===== src/design/brqp_pkg.sv =====
// Package with the command, status, state and lane control types of the byte queue.
package brqp_pkg;

    localparam int LANES    = 8;
    localparam int LANE_LW  = 3;
    localparam int FIELD_W  = 10;
    localparam int DATA_W   = 64;

    typedef enum logic [2:0] {
        CMD_ENQUEUE    = 3'd0,
        CMD_DEQUEUE    = 3'd1,
        CMD_PEEK       = 3'd2,
        CMD_NEXT_PEEK  = 3'd3,
        CMD_MOVE_REAR  = 3'd4,
        CMD_MOVE_FRONT = 3'd5,
        CMD_CLEAR      = 3'd6,
        CMD_STATUS     = 3'd7
    } t_cmd;

    typedef enum logic [1:0] {
        STS_OK      = 2'd0,
        STS_NO_ROOM = 2'd1,
        STS_NO_DATA = 2'd2,
        STS_BAD_LEN = 2'd3
    } t_status;

    typedef enum logic [1:0] {
        ST_CLEAR,
        ST_IDLE,
        ST_READ
    } t_state;

    typedef struct packed {
        logic wr_en;
        logic rd_en;
    } t_lane_ctl;

endpackage


===== src/design/brqp_lane.sv =====
// One byte lane of the banked store: a single-port memory with registered read.
module brqp_lane #(
    parameter int ROWS = 128
) (
    input  logic                    i_clk,
    input  brqp_pkg::t_lane_ctl     i_ctl,
    input  logic [$clog2(ROWS)-1:0] i_row,
    input  logic [7:0]              i_wdata,
    output logic [7:0]              o_rdata
);
    import brqp_pkg::*;

    logic [7:0] r_mem [ROWS];
    logic [7:0] r_rdata;

    always_ff @(posedge i_clk) begin
        if (i_ctl.wr_en) begin
            r_mem[i_row] <= i_wdata;
        end
        if (i_ctl.rd_en) begin
            r_rdata <= r_mem[i_row];
        end
    end

    assign o_rdata = r_rdata;
endmodule


===== config.mk =====
export PLATFORM = sky130hd
export DESIGN_NAME = brqp_lane
export DESIGN_NICKNAME = d
export VERILOG_FILES = /design/src/design/brqp_pkg.sv /design/src/design/brqp_lane.sv
export SDC_FILE = /design/constraint.sdc
export NUM_CORES = 1
export LEC_CHECK = 0
export BUFFER_PORTS_ARGS = -buffer_cell sky130_fd_sc_hd__buf_2
export CAP_MARGIN = 20
export CORE_ASPECT_RATIO = 1.75
export CORE_UTILIZATION = 63
export CTS_CLUSTER_SIZE = 16
export DETAILED_ROUTE_END_ITERATION = 7
export PLACE_DENSITY_LB_ADDON = 0.2
export SYNTH_ARGS = -nofsm -noshare
export SYNTH_HDL_FRONTEND = slang
export SYNTH_SLANG_ARGS = --single-unit

===== constraint.sdc =====
create_clock -name i_clk -period 3.1 [get_ports i_clk]
set_input_delay 0.31 -clock i_clk [delete_from_list [all_inputs] [get_ports i_clk]]
set_output_delay 0.31 -clock i_clk [all_outputs]
set_load 0.05 [all_outputs]

* Word-level counts from Yosys, hierarchy flattened
Memory sizes are Yosys's and may differ from the RTL's. A register that Yosys moved wholly into a read port is not among the register bits.
Cells that the tools add are included.
** Operators by class
- Mux-type cells :: 2
** Operators by type and width (number)
- 2-to-1 mux 1 bit :: 2
** Storage, ports and cells
- Bits in writable memories :: 1024
- Output and inout port bits :: 8
- Memories :: 1
- Register bits :: 0
** Memories
- r_mem :: words 128, width 8, rd ports 1, clocked after Yosys merged registers in 1, wr ports 1, RTL line brqp_lane.sv:13 : logic [7:0] r_mem [ROWS];

* Depth between registers and ports, before layout
- Depth in word-level cells :: 2
- Gate-level depth with buffers :: 11
- Depth with buffers taken out :: 7

* Worst setup path after synthesis
No wires, ideal clock.
- Path kind :: input -> register
- From :: input i_row[2]
- To :: memory r_mem[72][0] (enable)
- Slack :: 497 ps
- Stages :: 8
- Data required time :: 2705 ps
- Arrival :: 2208 ps
- Buffers on the path :: 7
- Cells stage by stage :: buf_6 -> buf_6 -> buf_6 -> buf_6 -> buf_2 -> buf_2 -> buf_2 -> nor4_1
** RTL lines
- start: declaration :: RTL line brqp_lane.sv:7 : input logic [$clog2(ROWS)-1:0] i_row,
- end: declaration :: RTL line brqp_lane.sv:13
No word-level cell before the write port.

==> impl_results.md <==
- Post-CTS Resized: 0
- Cell-internal power: 21.56 mW
- Initial drt markers: 3783
- Largest cells by area after synthesis: edfxtp_1, a221oi_1, nor2_1
- Arr. time, crit path: 3.05 ns
- Seq/Total Area, Yosys: 76.49%
- Fin crit period: 2.656 ns
- Finished Core Util: 72.33%
- Crit Path Max Fanout: 1
- I/O pin count: 26
- Flops & latches, synth: 1032
- Layout cells sized above 1: 18.89%
- Most frequent cells in the layout: edfxtp_1, buf_4, nor2_1
- CTS clk-pin slew, worst paths: 0.07 ns
- Worst Hold Launch: i_ctl[0]
- Period utilization: 85.66%
- Tot Pwr: 27.80 mW
- P_sw: 6.237 mW
- FF-to-FF path depth: 7
- Synth Flop Type: edfxtp_1
- Number of synthesized flops with an enable pin: 1032
- Outcome: complete, no violations
- H-tree depth: 3
- Reg2reg start: r_mem[8][7]
- CP Class: flop to flop
- WL/cell: 34.36 um
- Final Hold Vio Count: 0
- Fmax: 0.3766 GHz
- Total routed wirelength: 121600 um
- Mean Syn Cell Area: 16.37 um^2
- CTS tree: yes
- Die Area: 65370 um^2
- Commonest non-fill, non-tap cell in the layout: edfxtp_1
- Gr ovfl total: 0
- Clock share of power: 37.3%
- Total iterations of the first detailed-routing run: 6
- Setup Viol. Count Final: 0
- Cell taking the most area after synthesis: edfxtp_1
- DRC: 0
- DR vias/cell: 7.349
- Total CTS buffers: 84
- Cell count after synthesis: 2475
- Vias in the first global route: 25740
- Slew headroom: 21.49%
- Post-synthesis cell area: 40510 um^2
- Initial antenna violation count: 7
- Syn_nets: 2493
- Buffer count from post-CTS setup fixing: 0
- Seq pwr share: 55.6%
- CTS Sinks: 1032
- Comb pwr share: 7.1%
- Critical Path RT: 3.49 ns
- Worst Setup Start Kind: flop
- Initial Utilization: 63.95%
- Number of fill cells in the layout: 3803
- Area Overhead vs Synth: 13.09%
- Root Buffer: clkbuf_16
- Post-route ant nets: 0
- RD Place Congestion: 0.9882
- Yosys warning count: 0
- Die height: 337.5 um
- Final Max Slew Viols: 0
- Row count: 122
- Max Cap Viol: 0
- Reg2reg setup slack: 0.44 ns
- Worst Max-Slew Pin Slew: 1.165 ns
- All-Layer GR Usage: 37.67%
- RSZ-0062 raised after global routing: false
- Layout Skew: 0.02403 ns
- Vias: 26000
- Worst setup EP type: flop
- Number of port buffers: 25
- Hold Path Cell Cnt: 1
- Die width: 193.7 um
- Sw frac: 22.44%
- Leakage: 14.86 nW
- Top cell type's share of synthesized area: 76.49%
- PD cells: 606.7 nW/um^2
- First-pass GRT wire length: 174100 um
- Reg2reg end: o_rdata[7]
- Hold bufs inserted after CTS: 0
- Asr flop ratio synth: 0%
- Largest net degree at the start of global routing: 129
- Synth cell types: 65
- Sequential standard cell area: 30990 um^2
- Worst skew pair latency: 0.65 ns
- Hold path endpoint: o_rdata[3]
- Max IR drop VDD: 0.0006467 V
- Final net count: 2689
- Clock Path Buffers: 3
- Hold WC Path Type: input port to flop
- Hpwl dp: 77530 um
- Core Region: 63350 um^2
- Ant. Diodes: 0
- Area occupied by multi-input gates: 8497 um^2
==> synth_stat cells, types with 9 or more instances <==
| master | n |
|---|---|
| o21ai_0 | 80 |
| o221ai_1 | 17 |
| buf_4 | 9 |
| nand2_1 | 102 |
| a221o_1 | 20 |
| a22oi_1 | 73 |
| nand4_1 | 9 |
| nand3_1 | 17 |
| buf_6 | 23 |
| clkbuf_1 | 72 |
| mux2i_1 | 61 |
| nor3_1 | 16 |
| a221oi_1 | 220 |
| o211ai_1 | 11 |
| nor2b_1 | 12 |
| mux2_2 | 60 |
| a21oi_1 | 125 |
| a22o_1 | 41 |
| nor2_1 | 240 |
| buf_2 | 80 |
| buf_1 | 11 |
| mux4_2 | 11 |
| edfxtp_1 | 1032 |
| o22ai_1 | 24 |
| o22a_1 | 11 |
==> metal layers <==
| layer | GRT usage (%) | vias to the layer above | part of all wire, % |
|---|---|---|---|
| met5 | 0.07407 | - | 0.042 |
| met4 | 27.80 | 8 | 8.2 |
| met3 | 7.911 | 530 | 12 |
| met2 | 61.76 | 2195 | 49 |
| met1 | 44.39 | 12830 | 32 |
| li1 | - | 10440 | - |
==> cell type report <==
| type | count | area share (%) |
|---|---|---|
| Clock inverter | 43 | 0.8739 |
| Timing Repair Buffer | 305 | 5.910 |
| Clock buffer | 104 | 4.798 |
| Tap cell | 806 | 2.201 |
| Sequential cell | 1032 | 67.64 |
| Inverter | 4 | 0.03550 |
| Multi-Input combinational cell | 1244 | 18.55 |
==> critical path, stage by stage, from the launching register on <==
cell and delay, ns:
edfxtp_1 0.39, a21oi_1 0.17, a2bb2oi_1 0.28, a21oi_1 0.12
buf_4 0.16, o21ai_0 0.80, and4b_1 0.39, nand4b_1 0.10
==> worst max-delay path by stage <==
stage	from	endpoint	slack [ns]	cells after the start
floorplan	i_row[2]	r_mem[72][0]	0.50	8
global placement	i_row[2]	o_rdata[7]	-0.06	9
detailed placement	i_row[0]	o_rdata[7]	-0.02	10
CTS	r_mem[8][7]	o_rdata[7]	0.60	7
global route	r_mem[69][1]	o_rdata[1]	0.50	7
finish	r_mem[8][7]	o_rdata[7]	0.44	7
==> state kept, by name, indices dropped and copies added (netlist names) <==
| register | count |
|---|---|
| o_rdata | 8 |
| r_mem | 1024 |
==> power by group through the flow <==
stage | registers [mW] | clock network, mW | logic (mW)
after floorplan | 15.8 | 0 | 0.889
after global placement | 15.7 | 0 | 1.86
after detailed placement | 15.7 | 0 | 1.90
after CTS | 15.4 | 10.4 | 1.91
after global routing | 15.4 | 10.8 | 2.02
final | 15.4 | 10.4 | 1.97
==> stage by stage <==
stage	area (um^2)	instances	TNS, ns	worst slack [ns]	hold slack [ns]
after global routing	45820	3538	0	0.4988	0.03633
after global placement	43220	3391	-0.05810	-0.05810	0.6921
final	45820	3538	0	0.4444	0.03996
after floorplan	40510	2475	0	0.4972	0.4089
after detailed placement	43220	3391	-0.01675	-0.01675	0.6953
after CTS	45820	3538	0	0.6040	0.02650
==> cells by family after synthesis <==
logic type	count (synthesis)	share of synthesized area (%)
DFF	1032	76.49
AOI/OAI and AO/OA	680	12.51
muxes	137	3.935
buffers and inverters	199	2.600
and+or+nand+nor	427	4.466
Power figures use the tool's default switching activity.
