## src/design/brqp_pkg.sv

```systemverilog
// Package with the command, status, state and lane control types of the byte queue.
package brqp_pkg;

    localparam int LANES    = 8;
    localparam int LANE_LW  = 3;
    localparam int FIELD_W  = 10;
    localparam int DATA_W   = 64;

    typedef enum logic [2:0] {
        CMD_ENQUEUE    = 3'd0,
        CMD_DEQUEUE    = 3'd1,
        CMD_PEEK       = 3'd2,
        CMD_NEXT_PEEK  = 3'd3,
        CMD_MOVE_REAR  = 3'd4,
        CMD_MOVE_FRONT = 3'd5,
        CMD_CLEAR      = 3'd6,
        CMD_STATUS     = 3'd7
    } t_cmd;

    typedef enum logic [1:0] {
        STS_OK      = 2'd0,
        STS_NO_ROOM = 2'd1,
        STS_NO_DATA = 2'd2,
        STS_BAD_LEN = 2'd3
    } t_status;

    typedef enum logic [1:0] {
        ST_CLEAR,
        ST_IDLE,
        ST_READ
    } t_state;

    typedef struct packed {
        logic wr_en;
        logic rd_en;
    } t_lane_ctl;

endpackage

```

## src/design/brqp_merge.sv

```systemverilog
// Merging stage: rotates the eight lane bytes into request order and masks unused bytes.
module brqp_merge (
    input  logic [brqp_pkg::LANES-1:0][7:0]  i_lane_data,
    input  logic [brqp_pkg::LANE_LW-1:0]     i_base_lane,
    input  logic [brqp_pkg::LANE_LW:0]       i_count,
    output logic [brqp_pkg::DATA_W-1:0]      o_bytes
);
    import brqp_pkg::*;

    always_comb begin
        logic [LANE_LW-1:0] lane;
        o_bytes = '0;
        for (int i = 0; i < LANES; i++) begin
            lane = i_base_lane + LANE_LW'(i);
            if ((LANE_LW+1)'(i) < i_count) begin
                o_bytes[8*i +: 8] = i_lane_data[lane];
            end
        end
    end
endmodule

```

## config.mk

```make
export PLATFORM = sky130hd
export DESIGN_NAME = brqp_merge
export DESIGN_NICKNAME = d
export VERILOG_FILES = /design/src/design/brqp_pkg.sv /design/src/design/brqp_merge.sv
export SDC_FILE = /design/constraint.sdc
export NUM_CORES = 1
export LEC_CHECK = 0
export CAP_MARGIN = 20
export CORE_ASPECT_RATIO = 1.5
export CORE_MARGIN = 2
export CORE_UTILIZATION = 55
export DETAILED_ROUTE_END_ITERATION = 10
export DONT_BUFFER_PORTS = 1
export PLACE_DENSITY_LB_ADDON = 0.1
export SYNTH_ARGS = -nofsm -noshare
export SYNTH_HDL_FRONTEND = slang
export SYNTH_SLANG_ARGS = --single-unit
```

## constraint.sdc

```tcl
create_clock -name vclk -period 3
set_input_delay 0.45 -clock vclk [all_inputs]
set_output_delay 0.45 -clock vclk [all_outputs]
set_load 0.01 [all_outputs]
```

* Word-level counts from Yosys, hierarchy flattened
Index checks and enable logic that the tools add are counted.
** Storage, ports and cells
- Register bits :: 0
- Input port bits :: 71
- Output and inout port bits :: 64
- Logic and storage cells :: 47
** Operators by class
- Add/sub/neg operators :: 7
- Magnitude comparators :: 16
- Muxes and demuxes :: 24
** Operators with widths (count)
- $bmux 8 s3 :: 8
- $mux 8 :: 16
- $lt 3x4->1 const B :: 8
- $lt 3x4->1 const A :: 4
- $add 3x3->3 const B :: 4
- $lt 1x4->1 const A :: 2
- $lt 2x4->1 const A :: 2
- $add 3x2->3 const B :: 2
- $add 3x1->3 const B :: 1

* Logic depth before layout (Yosys ltp)
Gate-level depths: netlist (run 1).
- Depth in word-level cells :: 4
- Depth in mapped cells :: 9

* Worst setup path before layout (run 1)
Ideal clock, no wire load.
- Path type :: input-to-output
- Start point :: input i_base_lane[0] (netlist bit)
- End point :: output o_bytes[62] (netlist bit)
- Data arrival time :: 2329 ps
- Data required time :: 2550 ps
- Setup slack :: 221 ps
- Cell stages on the path :: 7
- Buffers on the path :: 2
- Path through :: buf_2 inv_1 buf_2 ha_1 xor2_4 mux4_2 nor2b_1
** Between the ends
- Longest elaborated chain between the ends :: 4
** RTL lines
- start: declaration :: RTL line brqp_merge.sv:4 : input logic [brqp_pkg::LANE_LW-1:0] i_base_lane,
- $add 3x3->3 :: RTL line brqp_merge.sv:14 : lane = i_base_lane + LANE_LW'(i);
- $bmux 8 s3 :: RTL line brqp_merge.sv:16 : o_bytes[8*i +: 8] = i_lane_data[lane];
- $mux 8 (not written as such) :: RTL line brqp_merge.sv:16
- $mux 8 :: RTL line brqp_merge.sv:15 : if ((LANE_LW+1)'(i) < i_count) begin
- end: declaration :: RTL line brqp_merge.sv:6 : output logic [brqp_pkg::DATA_W-1:0] o_bytes
Every way passes these cells. The select of a mux whose other input is x is not followed.

* Worst setup path after layout (run 1)
Ends and elaborated chain as after synthesis.

==> results of run 1 <==
through the flow:
stage               instance area [um^2]  setup WS [ns]   util
finish                              3000          0.527  0.586
global route                        3000          0.452  0.586
CTS                                 3000          0.530  0.586
detailed placement                  3000          0.533  0.586
global placement                    3000          0.581  0.586
floorplan                           2900          0.221      -
how the worst max path moves through the flow:
stage | start | end
after global placement | i_base_lane[0] | o_bytes[63]
after global routing | i_base_lane[0] | o_bytes[62]
after CTS | i_base_lane[0] | o_bytes[62]
final | i_base_lane[0] | o_bytes[62]
after detailed placement | i_base_lane[0] | o_bytes[62]
after floorplan | i_base_lane[0] | o_bytes[62]
Yosys cell counts (all sizes together):
library cell  count
o21ai             8
mux2             15
a211oi            1
mux2i            63
clkbuf            8
and3              2
and4              1
nor2             35
nor2b             4
nor3              1
a31oi             1
xnor2             1
o22ai             7
o21ba             7
nand3             9
mux4             49
ha                2
nand2b            2
a22oi             3
inv               8
nor4              1
xor2              2
buf              19
nand2            51
a21oi            20
cells in the final DEF (no fill, tap or decap), types with 4 or more instances in the layout:
master / instances
mux2i_1: 63
nand2_1: 51
mux4_2: 49
nor2_1: 35
buf_4: 25
a21oi_1: 20
mux2_2: 15
nand3_1: 9
o21ai_0: 8
o22ai_1: 7
o21ba_2: 7
inv_1: 6
nor2b_1: 4
cells by family after synthesis:
logic type,synth area share
multiplexers,0.657
buffers and inverters,0.0670
AND/OR/NAND/NOR,0.151
AO/OA/AOI/OAI,0.100
adder cells (fa/ha/maj),0.00864
XOR/XNOR,0.0156
layer usage:
metal | part of all wire | wire length, um
met1 | 0.40 | 3380
met2 | 0.50 | 4210
met3 | 0.092 | 777
met4 | 0.0099 | 84
met5 | 0 | 0
final cells by class:
type | instances | area (um^2)
Multi-Input combinational cell | 285 | 2700
Fill cell | 483 | 2120
Timing Repair Buffer | 25 | 188
Tap cell | 68 | 85.1
Inverter | 8 | 30.0
power by group:
part           internal (W)  switching, W
combinational      0.000316      0.000317
clock                     0             0
sequential                0             0
critical path, cell delays in order:
cell     delay, ns
inv_1         0.04
ha_1          0.25
xor2_4        0.19
buf_4         0.30
mux4_2        0.55
nor2b_1       0.23
==> key figures, run 1 <==
Min path
  • Hold worst-path end: o_bytes[63]
  • Hold path cells: 1
  • Hold Path Origin: i_count[3]
  • Hold WC Path Type: in2out

Synthesis
  • Synth Net Count: 393
  • Yosys warning count: 0
  • Instance count of the mapped netlist: 320
  • Mapped cell area: 0.00290 mm^2
  • Synth area leaders: mux4_2 38%, mux2i_1 22%, nand2_1 6.6%, mux2_2 5.8%, nor2_1 4.5%
  • Register area share after synthesis: 0
  • Syn avg cell area: 9.05 um^2
  • Top cell type's share of synthesized area: 0.381
  • Area leader, netlist: mux4_2
  • Distinct cells, synth: 29

Placed design
  • Post-Place Cells: 386
  • Post-DP HPWL: 6750 um
  • Port Buf Inserts: 0
  • Routability cong.: 0.891

Worst setup path
  • Arrival time at the worst endpoint: 2.02 ns
  • CP endpoint kind: output pin
  • Critical path peak fanout: 71
  • Startpoint Class: input port
  • Crit path kind: in2out
  • CP required: 2.55 ns

Route
  • Via/cell ratio: 6.91
  • Vias after detailed routing: 2667
  • Drt pass-1 iters: 4
  • Post-route ant nets: 0
  • Initial DRC count: 181
  • Avg WL per Cell: 21.9 um
  • Total Wirelength: 8450 um
  • Drc violations: 0

Cells and area
  • Number of cells in the finished layout apart from fillers: 386
  • Diodes inserted: 0
  • # nets final: 393
  • Layout cell share with drive strength beyond 1: 0.311
  • FF+latch area: 0 um^2
  • CLK BUF: 0
  • Seq cells: 0
  • Synth-to-layout area growth: 3.76%

Run status
  • Status: finished, final reports clean

Global route
  • Global-route met2 utilization: 0.488
  • Largest net degree at the start of global routing: 72
  • Vias in the first global route: 2596
  • Grt ovf: 0
  • Peak-usage layer in the global routing report: met2
  • First-pass GRT wire length: 13300 um
  • Met1 Usage GRT: 0.379
  • Global Route met3 Usage: 0.0559
  • Gr usage total: 0.281
  • Initial antenna violation count: 0

Run
  • Max Cap Viol: 0

Timing
  • Post-route minimum period: 2.47 ns
  • Worst hold slack: 1.04 ns
  • Hold Vio Cnt, Final: 0
  • Highest Clock Rate: 0.404 GHz
  • RSZ-0062 raised after global routing: false
  • Worst-Margin Slew: 0.851 ns
  • Slew Viols, Final: 0
  • Rel. slew slack: 0.427
  • Final period utilization: 0.824
  • Final TNS setup: 0 ns
  • Setup Viol. Count Final: 0

Floorplanning
  • Initial Utilization: 0.565
  • Core area: 0.00512 mm^2
  • Chip width: 63.2 um
  • # rows: 32
  • Full die area: 0.00587 mm^2
  • Die height: 92.9 um
  • I/O pin count: 135

Power
  • Max VDD drop: 147 uV
  • Total power: 0.000633 W
  • Pwr per Cell Area: 211 mW/mm^2
  • Leakage dissipation: 1.25 nW

Clock tree
  • Hold_buf cts: 0
  • CTS resizes: 0
  • Postcts setup bufs: 0
Power figures use the tool's default switching activity.
==> run 2: changes to the inputs <==
clock period = 2.3 ns   (was 3 ns; I/O delays follow)
==> run 2 against run 1 <==
Against the previous run: utilization fell by 0.98 points; sequential share of layout area did not move; total power rose by 26%; largest cell class unchanged.
==> key figures, run 2 (same netlist as run 1, synthesis figures left out) <==
Route
  • Initial DRC count: 209 (was 181)
  • Via/cell ratio: 7.10 (was 6.91)
  • Drt pass-1 iters: 4 (unchanged)
  • Total Wirelength: 8300 um (was 8450 um)
  • Vias after detailed routing: 2656 (was 2667)
  • Post-route ant nets: 0 (unchanged)
  • Drc violations: 0 (unchanged)
  • Avg WL per Cell: 22.2 um (was 21.9 um)

Cells and area
  • Layout cell share with drive strength beyond 1: 0.301 (was 0.311)
  • Commonest non-fill, non-tap cell in the layout: mux2i_1 (unchanged)
  • Synth-to-layout area growth: 2.03% (was 3.76%)
  • Seq cells: 0 (unchanged)
  • FF+latch area: 0 um^2 (unchanged)
  • Diodes inserted: 0 (unchanged)
  • # nets final: 381 (was 393)
  • Commonest cells after routing, fill and taps aside: 63 x mux2i_1, 51 x nand2_1, 49 x mux4_2, 34 x nor2_1, 20 x a21oi_1 (was 63 x mux2i_1, 51 x nand2_1, 49 x mux4_2, 35 x nor2_1, 25 x buf_4)
  • CLK BUF: 0 (unchanged)
  • Number of cells in the finished layout apart from fillers: 374 (was 386)
  • Filler cell count: 512 (was 483)

Power
  • Max VDD drop: 108 uV (was 147 uV)
  • Leakage dissipation: 1.20 nW (was 1.25 nW)
  • Net Sw Frac: 0.513 (was 0.500)
  • Pwr per Cell Area: 269 mW/mm^2 (was 211 mW/mm^2)
  • Clk pwr share: 0 (about the same)
  • Combinational power share: 1.000 (about the same)
  • Switching power: 0.000408 W (was 0.000317 W)
  • Pint: 0.000388 W (was 0.000316 W)
  • Total power: 0.000795 W (was 0.000633 W)
  • Seq pwr share: 0 (about the same)

Worst setup path
  • CP required: 1.96 ns (was 2.55 ns)
  • CP max stage delay: 0.52 ns (was 0.55 ns)
  • Critical path peak fanout: 71 (unchanged)
  • Crit. path cell count: 4 (was 6)
  • Arrival time at the worst endpoint: 1.70 ns (was 2.02 ns)
  • Worst path slowest cell: ha_4 (was mux4_2)
  • Delay-heaviest family, CP: compound AO/OA/AOI/OAI gates (was multiplexers)
  • Crit path buf inv count: 1 (was 2)
  • Crit path kind: in2out (unchanged)
  • CP endpoint kind: output pin (unchanged)
  • Sequence of cells on the critical path: inv_2 -> ha_4 -> o21ai_0 -> o21ai_1 (was inv_1 -> ha_1 -> xor2_4 -> buf_4 -> mux4_2 -> nor2b_1)
  • Startpoint Class: input port (unchanged)

Clock tree
  • CTS resizes: 0 (unchanged)
  • Hold_buf cts: 0 (unchanged)
  • Postcts setup bufs: 0 (unchanged)

Placed design
  • Routability cong.: 0.919 (was 0.891)
  • Post-DP HPWL: 6690 um (was 6750 um)
  • Post-Place Cells: 374 (was 386)
  • Port Buf Inserts: 0 (unchanged)

Global route
  • Vias in the first global route: 2573 (was 2596)
  • Grt ovf: 0 (unchanged)
  • First-pass GRT wire length: 13200 um (was 13300 um)
  • Gr usage total: 0.279 (was 0.281)
  • Largest net degree at the start of global routing: 72 (unchanged)
  • Initial antenna violation count: 0 (unchanged)

Min path
  • Hold WC Path Type: in2out (unchanged)
  • Hold path cells: 1 (unchanged)

Floorplanning
  • Initial Utilization: 0.565 (unchanged)
  • Core area: 0.00512 mm^2 (unchanged)
  • # rows: 32 (unchanged)
  • Chip width: 63.2 um (unchanged)
  • I/O pin count: 135 (unchanged)
  • Die height: 92.9 um (unchanged)
  • Full die area: 0.00587 mm^2 (unchanged)

Timing
  • Hold Vio Cnt, Final: 0 (unchanged)
  • Final TNS setup: 0 ns (unchanged)
  • Final period utilization: 0.889
  • Setup Viol. Count Final: 0 (unchanged)
  • Worst-Margin Slew: 0.833 ns (was 0.851 ns)
  • Rel. slew slack: 0.442 (was 0.427)
  • Post-route minimum period: 2.04 ns
  • RSZ-0062 raised after global routing: false (unchanged)
  • Highest Clock Rate: 0.489 GHz
  • Slew Viols, Final: 0 (unchanged)

Run
  • Max Cap Viol: 0 (unchanged)

Run status
  • Status: finished, final reports clean (unchanged)
run 2: worst paths after layout:
kind	from	to	slack, ns
max	i_base_lane[0]	o_bytes[25]	0.26
min	i_count[3]	o_bytes[63]	0.81
run 2: power by group through the flow:
| stage | clock [W] | combinational, W | sequential (W) |
|---|---|---|---|
| after global routing | 0 | 0.000861 | 0 |
| final | 0 | 0.000795 | 0 |
| after global placement | 0 | 0.000781 | 0 |
| after detailed placement | 0 | 0.000793 | 0 |
| after floorplan | 0 | 0.000719 | 0 |
| after CTS | 0 | 0.000795 | 0 |
run 2: through the flow:
| stage | setup slack, ns | util | cell area, um^2 | hold WS, ns |
|---|---|---|---|---|
| final | 0.255 | 0.576 | 2950 | 0.809 |
| after global placement | 0.254 | 0.576 | 2950 | 0.809 |
| after CTS | 0.234 | 0.576 | 2950 | 0.810 |
| after global routing | 0.170 | 0.576 | 2950 | 0.811 |
| after detailed placement | 0.231 | 0.576 | 2950 | 0.810 |
| after floorplan | 0.0312 | - | 2940 | 0.960 |
run 2: area by class of cell:
| type | instances | area [um^2] | share of cell area |
|---|---|---|---|
| Inverter | 8 | 32.5 | 0.0110 |
| Tap cell | 68 | 85.1 | 0.0288 |
| Multi-Input combinational cell | 285 | 2730 | 0.923 |
| Timing Repair Buffer | 13 | 110 | 0.0373 |
run 2: routing by layer:
metal  global-route usage  vias to the layer above  wire length (um)
met5                    0                        -                 0
met4               0.0435                        0               104
met3               0.0535                       11               781
met2                0.473                      142              4150
met1                0.378                     1298              3260
li1                     -                     1205                 -
==> run 3: changes to the inputs <==
ABC_AREA = 1   (was not set)
MAX_ROUTING_LAYER = met4   (was not set)
==> run 3 against run 2 <==
Against the previous run: die area is 1.2% higher; critical path type unchanged; area after synthesis grew 1.3%; critical endpoint is now o_bytes[11]; sequential share of layout area unchanged; largest cell class unchanged.
==> key figures, run 3 <==
Run status
  • Status: finished, final reports clean (unchanged)

Power
  • Pint: 0.000253 W (was 0.000388 W)
  • Combinational power share: 1.000 (about the same)
  • Switching power: 0.000570 W (was 0.000408 W)
  • Max VDD drop: 127 uV (was 108 uV)
  • Seq pwr share: 0 (about the same)
  • Pwr per Cell Area: 292 mW/mm^2 (was 269 mW/mm^2)
  • Net Sw Frac: 0.692 (was 0.513)
  • Leakage dissipation: 1.80 nW (was 1.20 nW)
  • Clk pwr share: 0 (about the same)

Route
  • Via/cell ratio: 5.39 (was 7.10)
  • Post-route ant nets: 0 (unchanged)
  • Drt pass-1 iters: 5 (was 4)
  • Vias after detailed routing: 3828 (was 2656)
  • Avg WL per Cell: 13.6 um (was 22.2 um)
  • Total Wirelength: 9680 um (was 8300 um)
  • Drc violations: 0 (unchanged)
  • Initial DRC count: 318 (was 209)

Floorplanning
  • Chip width: 63.6 um (was 63.2 um)
  • Initial Utilization: 0.572 (was 0.565)
  • Full die area: 0.00594 mm^2 (was 0.00587 mm^2)
  • # rows: 32 (unchanged)
  • Die height: 93.4 um (was 92.9 um)
  • I/O pin count: 135 (unchanged)
  • Core area: 0.00512 mm^2 (unchanged)

Global route
  • Grt ovf: 0 (unchanged)
  • Vias in the first global route: 3187 (was 2573)
  • Gr usage total: 0.322 (was 0.279)
  • Largest net degree at the start of global routing: 67 (was 72)
  • First-pass GRT wire length: 15500 um (was 13200 um)
  • Initial antenna violation count: 0 (unchanged)

Worst setup path
  • CP required: 1.96 ns (about the same)
  • Crit path kind: in2out (unchanged)
  • Arrival time at the worst endpoint: 1.64 ns (was 1.70 ns)
  • Critical path peak fanout: 66 (was 71)
  • Startpoint Class: input port (unchanged)
  • CP endpoint kind: output pin (unchanged)

Placed design
  • Port Buf Inserts: 0 (unchanged)
  • Routability cong.: 0.901 (was 0.919)
  • Post-DP HPWL: 8020 um (was 6690 um)

Timing
  • Worst-Margin Slew: 0.699 ns (was 0.833 ns)
  • Final period utilization: 0.865 (was 0.889)
  • Setup Viol. Count Final: 0 (unchanged)
  • Hold Vio Cnt, Final: 0 (unchanged)
  • RSZ-0062 raised after global routing: false (unchanged)
  • Post-route minimum period: 1.99 ns (was 2.04 ns)
  • Slew Viols, Final: 0 (unchanged)
  • Worst hold slack: 0.781 ns (was 0.809 ns)
  • Final TNS setup: 0 ns (unchanged)
  • Highest Clock Rate: 0.503 GHz (was 0.489 GHz)
  • Rel. slew slack: 0.533 (was 0.442)

Synthesis
  • Instance count of the mapped netlist: 676 (was 320)
  • Mapped cell area: 0.00293 mm^2 (was 0.00290 mm^2)
  • Most common cell in the netlist: nand2_1 (was mux2i_1)
  • Synth Net Count: 749 (was 393)
  • Synth Area in Simple Gates: 0.817 (was 0.151)
  • Synth Area in Compound Gates: 0.0461 (was 0.100)
  • Area leader, netlist: nand2_1 (was mux4_2)
  • Synth Area in XOR/XNOR: 0.0243 (was 0.0156)
  • Register area share after synthesis: 0 (unchanged)
  • Top cell type's share of synthesized area: 0.495 (was 0.381)
  • Synth area leaders: nand2_1 50%, nand3_1 16%, nor2_1 11%, a21oi_1 4.3%, buf_2 3.4% (was mux4_2 38%, mux2i_1 22%, nand2_1 6.6%, mux2_2 5.8%, nor2_1 4.5%)
  • Distinct cells, synth: 21 (was 29)
  • Largest family of logic cells by synthesized area: simple AND/OR/NAND/NOR gates (was multiplexers)
  • Adder and majority gate portion of the synthesized area: 0.00853 (was 0.00864)
  • Yosys warning count: 0 (unchanged)
  • Multiplexer share of the synthesized area: 0 (was 0.657)
  • Synth top cells by count: 387 x nand2_1, 92 x nand3_1, 89 x nor2_1 (was 63 x mux2i_1, 51 x nand2_1, 49 x mux4_2)
  • Syn avg cell area: 4.34 um^2 (was 9.05 um^2)

Clock tree
  • CTS resizes: 0 (unchanged)
  • Postcts setup bufs: 0 (unchanged)
  • Hold_buf cts: 0 (unchanged)

Cells and area
  • Seq cells: 0 (unchanged)
  • Commonest non-fill, non-tap cell in the layout: nand2_1 (was mux2i_1)
  • Layout cell share with drive strength beyond 1: 0.0545 (was 0.301)
  • CLK BUF: 0 (unchanged)
  • FF+latch area: 0 um^2 (unchanged)
  • Filler cell count: 590 (was 512)
  • Commonest cells after routing, fill and taps aside: 387 x nand2_1, 92 x nand3_1, 89 x nor2_1, 25 x a21oi_1, 16 x nor2_2 (was 63 x mux2i_1, 51 x nand2_1, 49 x mux4_2, 34 x nor2_1, 20 x a21oi_1)
  • Synth-to-layout area growth: -3.71% (was 2.03%)
  • Diodes inserted: 0 (unchanged)
  • # nets final: 717 (was 381)

Min path
  • Hold path cells: 2 (was 1)
  • Hold WC Path Type: in2out (unchanged)

Run
  • Max Cap Viol: 0 (unchanged)
## run 3: kinds of logic after synthesis
kind of cell,after synthesis
buffers and inverters,54
xor gates and xnor gates,3
and+or+nand+nor,590
adders and majority gates,2
AOI/OAI and AO/OA,27
## run 3: final timing paths
| check | from | endpoint |
|---|---|---|
| worst max-delay path | i_base_lane[0] | o_bytes[11] |
| worst min-delay path | i_count[3] | o_bytes[62] |
## run 3: final cells by class
type	count	area, um^2	share of cell area
Inverter	14	55.1	0.0195
Tap cell	68	85.1	0.0301
Timing Repair Buffer	6	57.6	0.0204
Multi-Input combinational cell	622	2630	0.930
## run 3: power groups by stage
stage               logic (W)  registers, W  clock network [W]
finish               0.000824             0                  0
global route         0.000936             0                  0
CTS                  0.000822             0                  0
detailed placement   0.000819             0                  0
global placement     0.000803             0                  0
floorplan            0.000752             0                  0
## run 3: metal layers
layer  wire length (um)  track usage  share of wire  up-vias
li1                   -            -              -     2030
met1               4170        0.447           0.43     1590
met2               4500        0.528           0.47      200
met3                906       0.0241          0.094        8
met4                 97       0.0326          0.010        0
met5                  0            -              0        -
## run 3: critical path, stage by stage
cell,delay (ns)
inv_2,0.05
buf_4,0.48
nand2_1,0.18
nand3_1,0.11
nand2_1,0.09
nand2_1,0.07
nand2_1,0.05
nor2_1,0.25
## run 3: stage by stage
stage / total power (W) / utilization / instance area (um^2) / setup slack (ns) / std cells
after CTS: 0.000822 / 0.551 / 2820 / 0.378 / 710
after global placement: 0.000803 / 0.551 / 2820 / 0.392 / 710
after floorplan: 0.000752 / - / 2930 / 0.159 / 676
after detailed placement: 0.000819 / 0.551 / 2820 / 0.378 / 710
final: 0.000824 / 0.551 / 2820 / 0.310 / 710
after global routing: 0.000936 / 0.551 / 2820 / 0.160 / 710
